**src/hw/rtl/twt_pkg.sv**
```systemverilog
// ----------------------------------------------------------------------------
// twt_pkg
// Shared types and constants of the check-in watchdog table.
// ----------------------------------------------------------------------------
package twt_pkg;

   localparam int OP_W     = 2;
   localparam int TICK_W   = 32;
   localparam int ID_W     = 32;
   localparam int MS_W     = 32;
   localparam int RATE_W   = 10;
   localparam int MS_PER_S = 1000;

   // Timeout conversion. With ms = 1000 * whole + frac the tick count is
   // whole * rate + (frac * rate) / 1000. Each division by 1000 is a multiply
   // by RECIP followed by a right shift by RECIP_SH, exact for any 32-bit
   // dividend.
   localparam int                 QMS_W       = 23;          // ms / 1000
   localparam int                 FRAC_W      = 10;          // values below 1024
   localparam int                 PART_W      = 20;          // frac * rate
   localparam int                 WHOLE_W     = TICK_W + 1;  // spare bit for saturation
   localparam int                 RECIP_W     = 32;
   localparam logic [RECIP_W-1:0] RECIP       = 32'h1062_4DD3;
   localparam int                 RECIP_SH    = 38;
   localparam int                 CONV_STAGES = 6;

   localparam logic [OP_W-1:0] OP_REGISTER = 2'd0;
   localparam logic [OP_W-1:0] OP_CHECKIN  = 2'd1;
   localparam logic [OP_W-1:0] OP_CHECK    = 2'd2;

   // One operation as it travels along the row of cells.
   typedef struct packed {
      logic              valid;
      logic [OP_W-1:0]   opcode;
      logic [TICK_W-1:0] now_tick;
      logic [ID_W-1:0]   client_id;
      logic [TICK_W-1:0] limit_ticks;
      logic              pending;   // register still looking for a free entry
      logic              found;     // check-in already restamped an entry
      logic              status;    // a timeout has been seen so far
   } token_type;

endpackage

```
**src/hw/rtl/twt_cell.sv**
```systemverilog
// ----------------------------------------------------------------------------
// twt_cell
// One table entry; acts on the passing token and hands it to the next cell.
// ----------------------------------------------------------------------------
module twt_cell (
   input  logic               clock,
   input  logic               reset,
   input  twt_pkg::token_type tok_in,
   output twt_pkg::token_type tok_out
);

   logic                       enabled_ff, enabled_in;
   logic [twt_pkg::ID_W-1:0]   client_ff, client_in;
   logic [twt_pkg::TICK_W-1:0] last_ff, last_in;
   logic [twt_pkg::TICK_W-1:0] limit_ff, limit_in;
   twt_pkg::token_type         tok_ff, tok_in_next;

   logic                       hit_write, hit_checkin, late;
   logic [twt_pkg::TICK_W-1:0] elapsed;

   always_comb begin
      elapsed     = tok_in.now_tick - last_ff;
      hit_write   = tok_in.valid && (tok_in.opcode == twt_pkg::OP_REGISTER)
                    && tok_in.pending && !enabled_ff;
      hit_checkin = tok_in.valid && (tok_in.opcode == twt_pkg::OP_CHECKIN)
                    && !tok_in.found && enabled_ff && (client_ff == tok_in.client_id);
      late        = tok_in.valid && (tok_in.opcode == twt_pkg::OP_CHECK)
                    && enabled_ff && (elapsed > limit_ff);

      enabled_in = enabled_ff | hit_write;
      client_in  = hit_write ? tok_in.client_id : client_ff;
      last_in    = (hit_write || hit_checkin) ? tok_in.now_tick : last_ff;
      limit_in   = hit_write ? tok_in.limit_ticks : limit_ff;

      tok_in_next         = tok_in;
      tok_in_next.pending = tok_in.pending & ~hit_write;
      tok_in_next.found   = tok_in.found | hit_checkin;
      tok_in_next.status  = tok_in.status | late;
   end

   always_ff @(posedge clock) begin
      if (reset) begin
         enabled_ff   <= 1'b0;
         tok_ff.valid <= 1'b0;
      end else begin
         enabled_ff   <= enabled_in;
         tok_ff.valid <= tok_in_next.valid;
      end
      client_ff          <= client_in;
      last_ff            <= last_in;
      limit_ff           <= limit_in;
      tok_ff.opcode      <= tok_in_next.opcode;
      tok_ff.now_tick    <= tok_in_next.now_tick;
      tok_ff.client_id   <= tok_in_next.client_id;
      tok_ff.limit_ticks <= tok_in_next.limit_ticks;
      tok_ff.pending     <= tok_in_next.pending;
      tok_ff.found       <= tok_in_next.found;
      tok_ff.status      <= tok_in_next.status;
   end

   assign tok_out = tok_ff;

endmodule

```
**src/hw/rtl/twt_conv.sv**
```systemverilog
// ----------------------------------------------------------------------------
// twt_conv
// Millisecond to tick conversion: a short pipeline of reciprocal
// multiplications by 1/1000 with saturation to 32 bits.
// ----------------------------------------------------------------------------
module twt_conv (
   input  logic                       clock,
   input  logic                       reset,
   input  logic                       start,
   input  logic [twt_pkg::MS_W-1:0]   ms,
   input  logic [twt_pkg::RATE_W-1:0] rate,
   output logic                       done,
   output logic [twt_pkg::TICK_W-1:0] ticks
);

   logic [twt_pkg::CONV_STAGES-1:0] stage_ff, stage_in;
   logic [twt_pkg::MS_W-1:0]        ms_ff, ms_in;
   logic [twt_pkg::RATE_W-1:0]      rate_ff, rate_in;
   logic [twt_pkg::QMS_W-1:0]       quo_ff, quo_in;
   logic [twt_pkg::FRAC_W-1:0]      frac_ff, frac_in;
   logic [twt_pkg::WHOLE_W-1:0]     whole_ff, whole_in;
   logic [twt_pkg::PART_W-1:0]      part_ff, part_in;
   logic [twt_pkg::FRAC_W-1:0]      part_quo_ff, part_quo_in;
   logic [twt_pkg::TICK_W-1:0]      ticks_ff, ticks_in;

   logic [2*twt_pkg::MS_W-1:0]                   ms_prod;
   logic [twt_pkg::PART_W+twt_pkg::RECIP_W-1:0]  part_prod;
   logic [twt_pkg::WHOLE_W-1:0]                  sum;

   // The operands are held from start on, so every stage settles in turn and
   // the tick count stays put until the next start.
   always_comb begin
      stage_in    = {stage_ff[twt_pkg::CONV_STAGES-2:0], start};
      ms_in       = start ? ms : ms_ff;
      rate_in     = start ? rate : rate_ff;

      ms_prod     = (2*twt_pkg::MS_W)'(ms_ff) * (2*twt_pkg::MS_W)'(twt_pkg::RECIP);
      quo_in      = ms_prod[twt_pkg::RECIP_SH +: twt_pkg::QMS_W];

      frac_in     = twt_pkg::FRAC_W'(ms_ff - twt_pkg::MS_W'(quo_ff)
                                     * twt_pkg::MS_W'(twt_pkg::MS_PER_S));

      whole_in    = twt_pkg::WHOLE_W'(quo_ff) * twt_pkg::WHOLE_W'(rate_ff);
      part_in     = twt_pkg::PART_W'(frac_ff) * twt_pkg::PART_W'(rate_ff);

      part_prod   = (twt_pkg::PART_W+twt_pkg::RECIP_W)'(part_ff)
                    * (twt_pkg::PART_W+twt_pkg::RECIP_W)'(twt_pkg::RECIP);
      part_quo_in = part_prod[twt_pkg::RECIP_SH +: twt_pkg::FRAC_W];

      sum         = whole_ff + twt_pkg::WHOLE_W'(part_quo_ff);
      ticks_in    = sum[twt_pkg::TICK_W] ? '1 : sum[twt_pkg::TICK_W-1:0];
   end

   always_ff @(posedge clock) begin
      if (reset) begin
         stage_ff <= '0;
      end else begin
         stage_ff <= stage_in;
      end
      ms_ff       <= ms_in;
      rate_ff     <= rate_in;
      quo_ff      <= quo_in;
      frac_ff     <= frac_in;
      whole_ff    <= whole_in;
      part_ff     <= part_in;
      part_quo_ff <= part_quo_in;
      ticks_ff    <= ticks_in;
   end

   assign done  = stage_ff[twt_pkg::CONV_STAGES-1];
   assign ticks = ticks_ff;

endmodule

```
**src/hw/rtl/task_checkin_watchdog_table.sv**
```systemverilog
// ----------------------------------------------------------------------------
// task_checkin_watchdog_table
// Check-in, check and unused opcodes pass from the request registers through
//   the row of cells to the result register; a register first turns its
//   millisecond timeout into ticks in the converter.
// Flow: one item at a time; the next request is taken only once the last
//   result has moved into the output register, which can hold it back.
// Reset clears all entry valid flags, the control state and sets the tick
//   rate to 1000; entry payloads are left as they are until written.
// ----------------------------------------------------------------------------
module task_checkin_watchdog_table #(
   parameter int MAX_CLIENTS = 8
) (
   input  logic         clock,
   input  logic         reset,
   // Input items.
   input  logic         req_tvalid,
   output logic         req_tready,
   input  logic [103:0] req_tdata,   // opcode[1:0], now_tick[33:2],
                                     // client_id[65:34], silence_ms[97:66]
   // Results.
   output logic         rsp_tvalid,
   input  logic         rsp_tready,
   output logic [7:0]   rsp_tdata,   // status[0]
   // Tick rate register.
   input  logic         csr_valid,
   output logic         csr_ready,
   input  logic [9:0]   csr_data     // tick_rate_hz[9:0]
);

   // Controller states: waiting for an item, converting a timeout, walking
   // the cells, and holding a result while the output register is occupied.
   localparam logic [1:0] ST_IDLE = 2'd0;
   localparam logic [1:0] ST_CONV = 2'd1;
   localparam logic [1:0] ST_RUN  = 2'd2;
   localparam logic [1:0] ST_HOLD = 2'd3;

   logic [1:0]                   state_ff, state_in;
   logic [twt_pkg::RATE_W-1:0]   rate_ff, rate_in;
   logic [twt_pkg::OP_W-1:0]     op_ff, op_in;
   logic [twt_pkg::TICK_W-1:0]   now_ff, now_in;
   logic [twt_pkg::ID_W-1:0]     id_ff, id_in;
   logic                         launch_ff, launch_in;
   logic                         hold_ff, hold_in;
   logic                         rsp_valid_ff, rsp_valid_in;
   logic                         rsp_status_ff, rsp_status_in;

   logic                         req_xfer, rsp_free, conv_start, conv_done, result;
   logic [twt_pkg::TICK_W-1:0]   conv_ticks;
   twt_pkg::token_type           chain [0:MAX_CLIENTS];

   assign req_tready = (state_ff == ST_IDLE);
   assign req_xfer   = req_tvalid && req_tready;
   assign csr_ready  = (state_ff == ST_IDLE);
   assign rsp_free   = !rsp_valid_ff || rsp_tready;

   // The register is only written while the block is idle, so an entry
   // stamped during a conversion always sees one stable rate.
   assign rate_in = (csr_valid && csr_ready) ? csr_data : rate_ff;

   // A register opcode first turns its millisecond timeout into ticks.
   assign conv_start = req_xfer && (req_tdata[1:0] == twt_pkg::OP_REGISTER);

   twt_conv u_conv (
      .clock (clock),
      .reset (reset),
      .start (conv_start),
      .ms    (req_tdata[97:66]),
      .rate  (rate_ff),
      .done  (conv_done),
      .ticks (conv_ticks)
   );

   // The token that enters the first cell is present for one cycle only.
   always_comb begin
      chain[0].valid       = launch_ff;
      chain[0].opcode      = op_ff;
      chain[0].now_tick    = now_ff;
      chain[0].client_id   = id_ff;
      chain[0].limit_ticks = conv_ticks;
      chain[0].pending     = (op_ff == twt_pkg::OP_REGISTER);
      chain[0].found       = 1'b0;
      chain[0].status      = 1'b0;
   end

   // Each cell holds one entry. Entries fill from the first cell on, so the
   // first disabled cell a register token meets is the next free slot.
   for (genvar g = 0; g < MAX_CLIENTS; g++) begin : g_cell
      twt_cell u_cell (
         .clock   (clock),
         .reset   (reset),
         .tok_in  (chain[g]),
         .tok_out (chain[g+1])
      );
   end

   // A register token that leaves the row still pending found the table full.
   assign result = chain[MAX_CLIENTS].status
                   | ((chain[MAX_CLIENTS].opcode == twt_pkg::OP_REGISTER)
                      && chain[MAX_CLIENTS].pending);

   always_comb begin
      state_in      = state_ff;
      op_in         = op_ff;
      now_in        = now_ff;
      id_in         = id_ff;
      launch_in     = 1'b0;
      hold_in       = hold_ff;
      rsp_valid_in  = rsp_valid_ff && !rsp_tready;
      rsp_status_in = rsp_status_ff;
      unique case (state_ff)
         ST_IDLE: begin
            if (req_xfer) begin
               op_in  = req_tdata[1:0];
               now_in = req_tdata[33:2];
               id_in  = req_tdata[65:34];
               if (conv_start) begin
                  state_in = ST_CONV;
               end else begin
                  launch_in = 1'b1;
                  state_in  = ST_RUN;
               end
            end
         end
         ST_CONV: begin
            if (conv_done) begin
               launch_in = 1'b1;
               state_in  = ST_RUN;
            end
         end
         ST_RUN: begin
            if (chain[MAX_CLIENTS].valid) begin
               if (rsp_free) begin
                  rsp_valid_in  = 1'b1;
                  rsp_status_in = result;
                  state_in      = ST_IDLE;
               end else begin
                  hold_in  = result;
                  state_in = ST_HOLD;
               end
            end
         end
         ST_HOLD: begin
            if (rsp_free) begin
               rsp_valid_in  = 1'b1;
               rsp_status_in = hold_ff;
               state_in      = ST_IDLE;
            end
         end
         default: state_in = ST_IDLE;
      endcase
   end

   always_ff @(posedge clock) begin
      if (reset) begin
         state_ff     <= ST_IDLE;
         rate_ff      <= twt_pkg::RATE_W'(twt_pkg::MS_PER_S);
         launch_ff    <= 1'b0;
         rsp_valid_ff <= 1'b0;
      end else begin
         state_ff     <= state_in;
         rate_ff      <= rate_in;
         launch_ff    <= launch_in;
         rsp_valid_ff <= rsp_valid_in;
      end
      op_ff         <= op_in;
      now_ff        <= now_in;
      id_ff         <= id_in;
      hold_ff       <= hold_in;
      rsp_status_ff <= rsp_status_in;
   end

   assign rsp_tvalid = rsp_valid_ff;
   assign rsp_tdata  = {7'd0, rsp_status_ff};

endmodule

```
**config.mk**
```make
export PLATFORM = sky130hd
export DESIGN_NAME = task_checkin_watchdog_table
export DESIGN_NICKNAME = d
export VERILOG_FILES = /design/src/hw/rtl/twt_pkg.sv /design/src/hw/rtl/twt_cell.sv /design/src/hw/rtl/twt_conv.sv /design/src/hw/rtl/task_checkin_watchdog_table.sv
export SDC_FILE = /design/constraint.sdc
export NUM_CORES = 2
export LEC_CHECK = 0
export ABC_AREA = 1
export BUFFER_PORTS_ARGS = -buffer_cell sky130_fd_sc_hd__buf_2
export CAP_MARGIN = 20
export CORE_ASPECT_RATIO = 1.1
export CORE_UTILIZATION = 55
export DETAILED_ROUTE_END_ITERATION = 8
export PLACE_DENSITY = 0.68
export SYNTH_ARGS = -nofsm -noshare
export SYNTH_HDL_FRONTEND = slang
export SYNTH_SLANG_ARGS = --single-unit
```
**constraint.sdc**
```tcl
create_clock -name clock -period 8.8 [get_ports clock]
set_clock_uncertainty 0.15 [all_clocks]
set_input_delay 0.44 -clock clock [delete_from_list [all_inputs] [get_ports clock]]
set_output_delay 0.44 -clock clock [all_outputs]
set_load 0.02 [all_outputs]
```
## Word level (Yosys, flattened, before mapping)

Index checks and enable logic that the tools add are counted.

- Logic and storage cells: 348
- Output and inout port bits: 11
- Flip-flop bits (word level): 1,753

- $add $sub $neg: 10
- Bitwise logic cells: 39
- $mul: 5
- Magnitude comparators: 8
- Equality and inequality tests: 32
- Reductions and logical operators: 126
- Muxes and demuxes: 18

Operator list:

| operator | number |
|---|---|
| $eq 32x32->1 | 8 |
| $gt 32x32->1 | 8 |
| $sub 32x32->32 | 8 |
| $logic_and 1x1->1 | 84 |
| $mul 32x29->61 const B | 1 |
| $mul 20x29->48 const B | 1 |
| $add 33x10->33 | 1 |
| $mul 23x10->33 | 1 |
| $mul 23x7->7 const B | 1 |
| $logic_not 2->1 | 11 |
| $or 1x1->1 | 22 |
| $eq 2x2->1 const B | 10 |
| $mul 10x10->20 | 1 |
| $eq 2x1->1 const B | 9 |
| $logic_not 1->1 | 17 |
| $mux 2 | 6 |
| $sub 10x10->10 | 1 |
| $logic_or 1x1->1 | 9 |
| $not 1->1 | 9 |
| $and 1x1->1 | 8 |
| $mux 1 | 8 |
| $pmux 2 s4 | 1 |
| $reduce_and 4->1 | 2 |
| $ne 2x1->1 const B | 3 |
| 5 further kinds | 8 |

## Logic depth before layout (Yosys ltp)

- Depth after elaboration: 6
- Depth in mapped cells: 27
- Gate-level depth less buffers: 27

## By module

From an unflattened synthesis, not the netlist that was laid out.

- Cells, all modules: 12,983
- Area, all modules: 115,064.1 sq um

Modules (own cells, without submodules):

| module | seq. area each (sq um) | area each (sq um) | instances | cells an instance |
|---|---|---|---|---|
| twt_cell | 4,944.7 | 8,570.7 | 8 | 904 |
| twt_conv | 3,943.8 | 43,696.9 | 1 | 5,568 |
| task_checkin_watchdog_table | 2,322.2 | 2,801.4 | 1 | 183 |

## Worst setup path before layout

No wires, ideal clock.

- Path type: input to register
- Start: input port req_tvalid
- End: register u_conv.ms_ff[0] (netlist name), enable pin
- Setup time: 0.397 ns
- Path buffers: 0
- Setup slack: 1.502 ns
- Stages on the path: 4
- Arrival time: 6.751 ns
- Cell sequence: inv_1 nor3_1 nand2_1 inv_1

- Word-level cells in the longest chain between the ends: 2

Ends and longest elaborated chain:

| what | RTL line | text |
|---|---|---|
| from (decl) | task_checkin_watchdog_table.sv:17 | `input logic req_tvalid,` |
| $logic_and 1x1->1 | task_checkin_watchdog_table.sv:53 | `assign req_xfer = req_tvalid && req_tready;` |
| $logic_and 1x1->1 | task_checkin_watchdog_table.sv:62 | `assign conv_start = req_xfer && (req_tdata[1:0] == twt_pkg::OP_REGISTER);` |
| net conv_start | task_checkin_watchdog_table.sv:48 | `logic req_xfer, rsp_free, conv_start, conv_done, result;` |
| to (signal assigned) | twt_conv.sv:60 | `ms_ff <= ms_in;` |
| to (decl) | twt_conv.sv:17 | `logic [twt_pkg::MS_W-1:0] ms_ff, ms_in;` |

The timed path passes the listed nets, and every way through them passes these cells.
A chain may end at the register's enable or synchronous reset.

## Final worst setup path

- Start: register u_conv.ms_ff[7] (netlist name)
- End: register u_conv.quo_ff[21] (netlist name)

- Word-level cells in the longest chain between the ends: 1

Ends and longest elaborated chain:

| what | RTL line | text |
|---|---|---|
| $mul 32x29->61 | twt_conv.sv:37 | `ms_prod = (2*twt_pkg::MS_W)'(ms_ff) * (2*twt_pkg::MS_W)'(twt_pkg::RECIP);` |
| net u_conv.ms_prod, one bit | twt_conv.sv:26 | `logic [2*twt_pkg::MS_W-1:0] ms_prod;` |
| to (signal assigned) | twt_conv.sv:62 | `quo_ff <= quo_in;` |
| to (decl) | twt_conv.sv:19 | `logic [twt_pkg::QMS_W-1:0] quo_ff, quo_in;` |

The timed path passes the listed nets, and every way through them passes these cells.

==> results.toml <==
[status]
outcome = "completed"

[worst_setup_path]
end_kind = "flip-flop"
r2r-end = "u_conv.quo_ff[21]$_DFF_P_"
cp.required_ns = 9.33
crit_fanout = 12
cp.arrival_ns = 7.65
cp.depth = 22
reg2reg_depth = 22
startpoint_type = "flip-flop"
worstPathBufferInverterCount = 4
cp-endpoint = "u_conv.quo_ff[21]$_DFF_P_"
path_cells = "ha_1, fa_1, fa_1, inv_1, fa_1, inv_1, fa_1, fa_1, fa_1, inv_1, fa_1, inv_1, ha_1, nand2_1, nor2_1, nand2_1, nor3_1, nand2_1, nand3_1, nand2_1, nand3_1, nand2_1"
worstSetupPathType = "flip-flop to flip-flop"
startpoint = "u_conv.ms_ff[7]$_DFFE_PP_"
setup.reg_to_reg.worst_slack_ns = 1.69
max_stage_delay_ns = 0.92
cp_top_family = "adder cells"
cp_slowest_cell = "edfxtp_1"
crit_path_frequent_cell = "fa_1"
timing.rr.start = "u_conv.ms_ff[7]$_DFFE_PP_"

[global_route]
gr-usage-all-layers = 0.295
grt_pass1_wl_um = 463000
grt_pass1_vias = 83800
grt_max_degree = 67
antenna_found_initial = 6
overflow = 0

[timing]
layout_min_cycle_time_ns = 7.11
slew_headroom = 0.238
post-route-period-util = 0.808
grt_setup_unrepaired = "false"
fmax_mhz = 141
finalHoldViolations = 0
setup_tns_ns = 0
worst_slack_ns = 1.69
setup-violations-final = 0
slew_violations = 0
tightestPinTransition_ns = 1.14

[place]
dp_cells = 15300
hpwlAfterDp_um = 245000
place_congestion = 0.961
portBuffers = 116
dp_worst_setup_slack_ns = 1.90

[synth]
ys_types = 60
yosys.area.top_type = "edfxtp_1"
ys_warn_count = 0
yosys.area_share.simple = 0.162
ys_seq_area_frac = 0.392
synth.most_common_cell = "inv_1"
ys_top_cells_by_count = "2902 x inv_1, 2637 x nand2_1, 1272 x ha_1, 878 x edfxtp_1, 875 x dfxtp_1"
async_flop_share = 0
synthAdderAreaFrac = 0.268
synthMuxAreaShare = 0
synth_edf_count = 878
synth_top_area_frac = 0.235
netlist_area_um2 = 112000
synth_compound_area_frac = 0.0515
synth_top_family_by_area = "adder cells"
synthTopCellsByArea = "edfxtp_1 24%, dfxtp_1 16%, ha_1 14%"
ys_ff_latch = 1753
syn_area_per_cell_um2 = 8.98
synth-xor-area-share = 0.0258
synth_flop_cell = "edfxtp_1"
netlist_instances = 12500

[clock_tree]
cts_tree = "built"
h-tree-depth = 4
clock_path_buffers = 3
clk_latency_ns = 0.85
cts.reportedPaths.clkPinSlew_ns = 0.06
cts_buffers = 176
cts_sinks = 1753
clock-root-buffer = "clkbuf_16"

[route]
drt_iter0_drc = 5092
wl_per_cell_um = 18.9
ant_nets = 0
wirelength_um = 297000
vias = 81200
via_per_inst = 5.17
drc_errors = 0
first_pass_iters = 6

[die]
io_pins = 130
start_util = 0.554
rows = 173
dieWidth_um = 432
core_um2 = 202000
die_h_um = 475
dieArea_um2 = 205000

[final_layout]
syn_to_final_growth_pct = 10.3
fillCellCount = 17400
nets = 14900
fin_cells = 15700
drive_above_1_share = 0.0433
final_util = 0.611
multiInputGateArea_um2 = 56900
seq_area_um2 = 43900

[job]
maxCapViolCount = 0

[min_path]
hold_path_class = "input port to flip-flop"
-- state kept, by name (all words and copies together), names as in the netlist --
name                      count
g_cell.u_cell.tok_out       719
g_cell.u_cell.client_ff     256
g_cell.u_cell.last_ff       256
g_cell.u_cell.limit_ff      256
u_conv.whole_ff              33
id_ff                        32
now_ff                       32
u_conv.ms_ff                 32
u_conv.ticks                 32
u_conv.quo_ff                23
u_conv.part_ff               20
rate_ff                      10
u_conv.frac_ff               10
u_conv.part_quo_ff           10
u_conv.rate_ff               10
g_cell.u_cell.enabled_ff      8
u_conv.stage_ff               6
op_ff                         2
state_ff                      2
hold_ff                       1
launch_ff                     1
rsp_status_ff                 1
rsp_tvalid                    1
-- worst min-delay path by stage --
stage	startpoint	endpoint	cells past startpoint
global placement	u_conv.ticks[1]$_SDFF_PP1_	g_cell[0].u_cell.tok_out[4]$_DFF_P_	0
global route	req_tdata[8]	now_ff[6]$_DFFE_PP_	2
CTS	req_tdata[10]	now_ff[8]$_DFFE_PP_	2
finish	req_tdata[7]	now_ff[5]$_DFFE_PP_	2
floorplan	u_conv.ticks[7]$_SDFF_PP1_	g_cell[0].u_cell.tok_out[10]$_DFF_P_	0
detailed placement	g_cell[5].u_cell.tok_out[21]$_DFF_P_	g_cell[6].u_cell.tok_out[21]$_DFF_P_	0
-- routing by layer --
metal | GRT usage | wire length, um
met3 | 0.0371 | 12900
met5 | 0 | 11
met4 | 0.119 | 12700
met1 | 0.370 | 127000
met2 | 0.513 | 145000
-- cell type report --
cell class,instances,area share
multi-input combinational,7727,0.461
timing repair buffer,265,0.0160
antenna,3,0.0000608
tap,2712,0.0275
clock buffer,224,0.0401
inverter,2907,0.0883
clock inverter,108,0.0118
sequential,1753,0.355
-- timing repair --
item,CTS,global route
buffers inserted,0,0
resized for setup,0,0
hold buffers,112,0
endpoints found under the hold margin,135,0
-- worst register-to-register path, stage by stage, from the launching register on --
cell	delay, ns
edfxtp_1	0.92
ha_1	0.39
fa_1	0.42
fa_1	0.50
inv_1	0.05
fa_1	0.48
inv_1	0.05
fa_1	0.50
fa_1	0.46
fa_1	0.51
inv_1	0.05
fa_1	0.48
inv_1	0.05
ha_1	0.31
nand2_1	0.10
nor2_1	0.24
nand2_1	0.21
nor3_1	0.62
nand2_1	0.13
nand3_1	0.12
nand2_1	0.08
nand3_1	0.09
nand2_1	0.05
-- stage by stage --
| step | hold slack [ns] | instance area (um^2) |
|---|---|---|
| finish | 0.146 | 124000 |
| floorplan | 0.177 | 112000 |
| global placement | 0.181 | 116000 |
| CTS | 0.0658 | 124000 |
| global route | 0.0952 | 124000 |
| detailed placement | 0.185 | 116000 |
-- cells by family (layout without fill, tap and decap cells) --
kind of cell	count (synthesis)	count (layout)
xor gates and xnor gates	330	330
DFF	1753	1753
adders and majority gates	1975	1975
AOI/OAI and AO/OA	1043	1043
buffers and inverters	2999	3504
other	1	10
and+or+nand+nor	4372	4372
-- cells in the final DEF, fill, tap and decap left out, types with 131 or more instances in the layout --
| master | count |
|---|---|
| nor3_1 | 131 |
| nand3_1 | 507 |
| ha_1 | 1272 |
| o21ai_0 | 274 |
| inv_1 | 2901 |
| nand2_1 | 2636 |
| a21oi_1 | 531 |
| xor2_1 | 253 |
| clkbuf_16 | 184 |
| fa_1 | 703 |
| nor2_1 | 767 |
| dfxtp_1 | 875 |
| nand4_1 | 153 |
| edfxtp_1 | 878 |
Power is left out: the tool's default activity adds up to more than one toggle a clock period on the data nets, which glitch-free logic cannot reach.
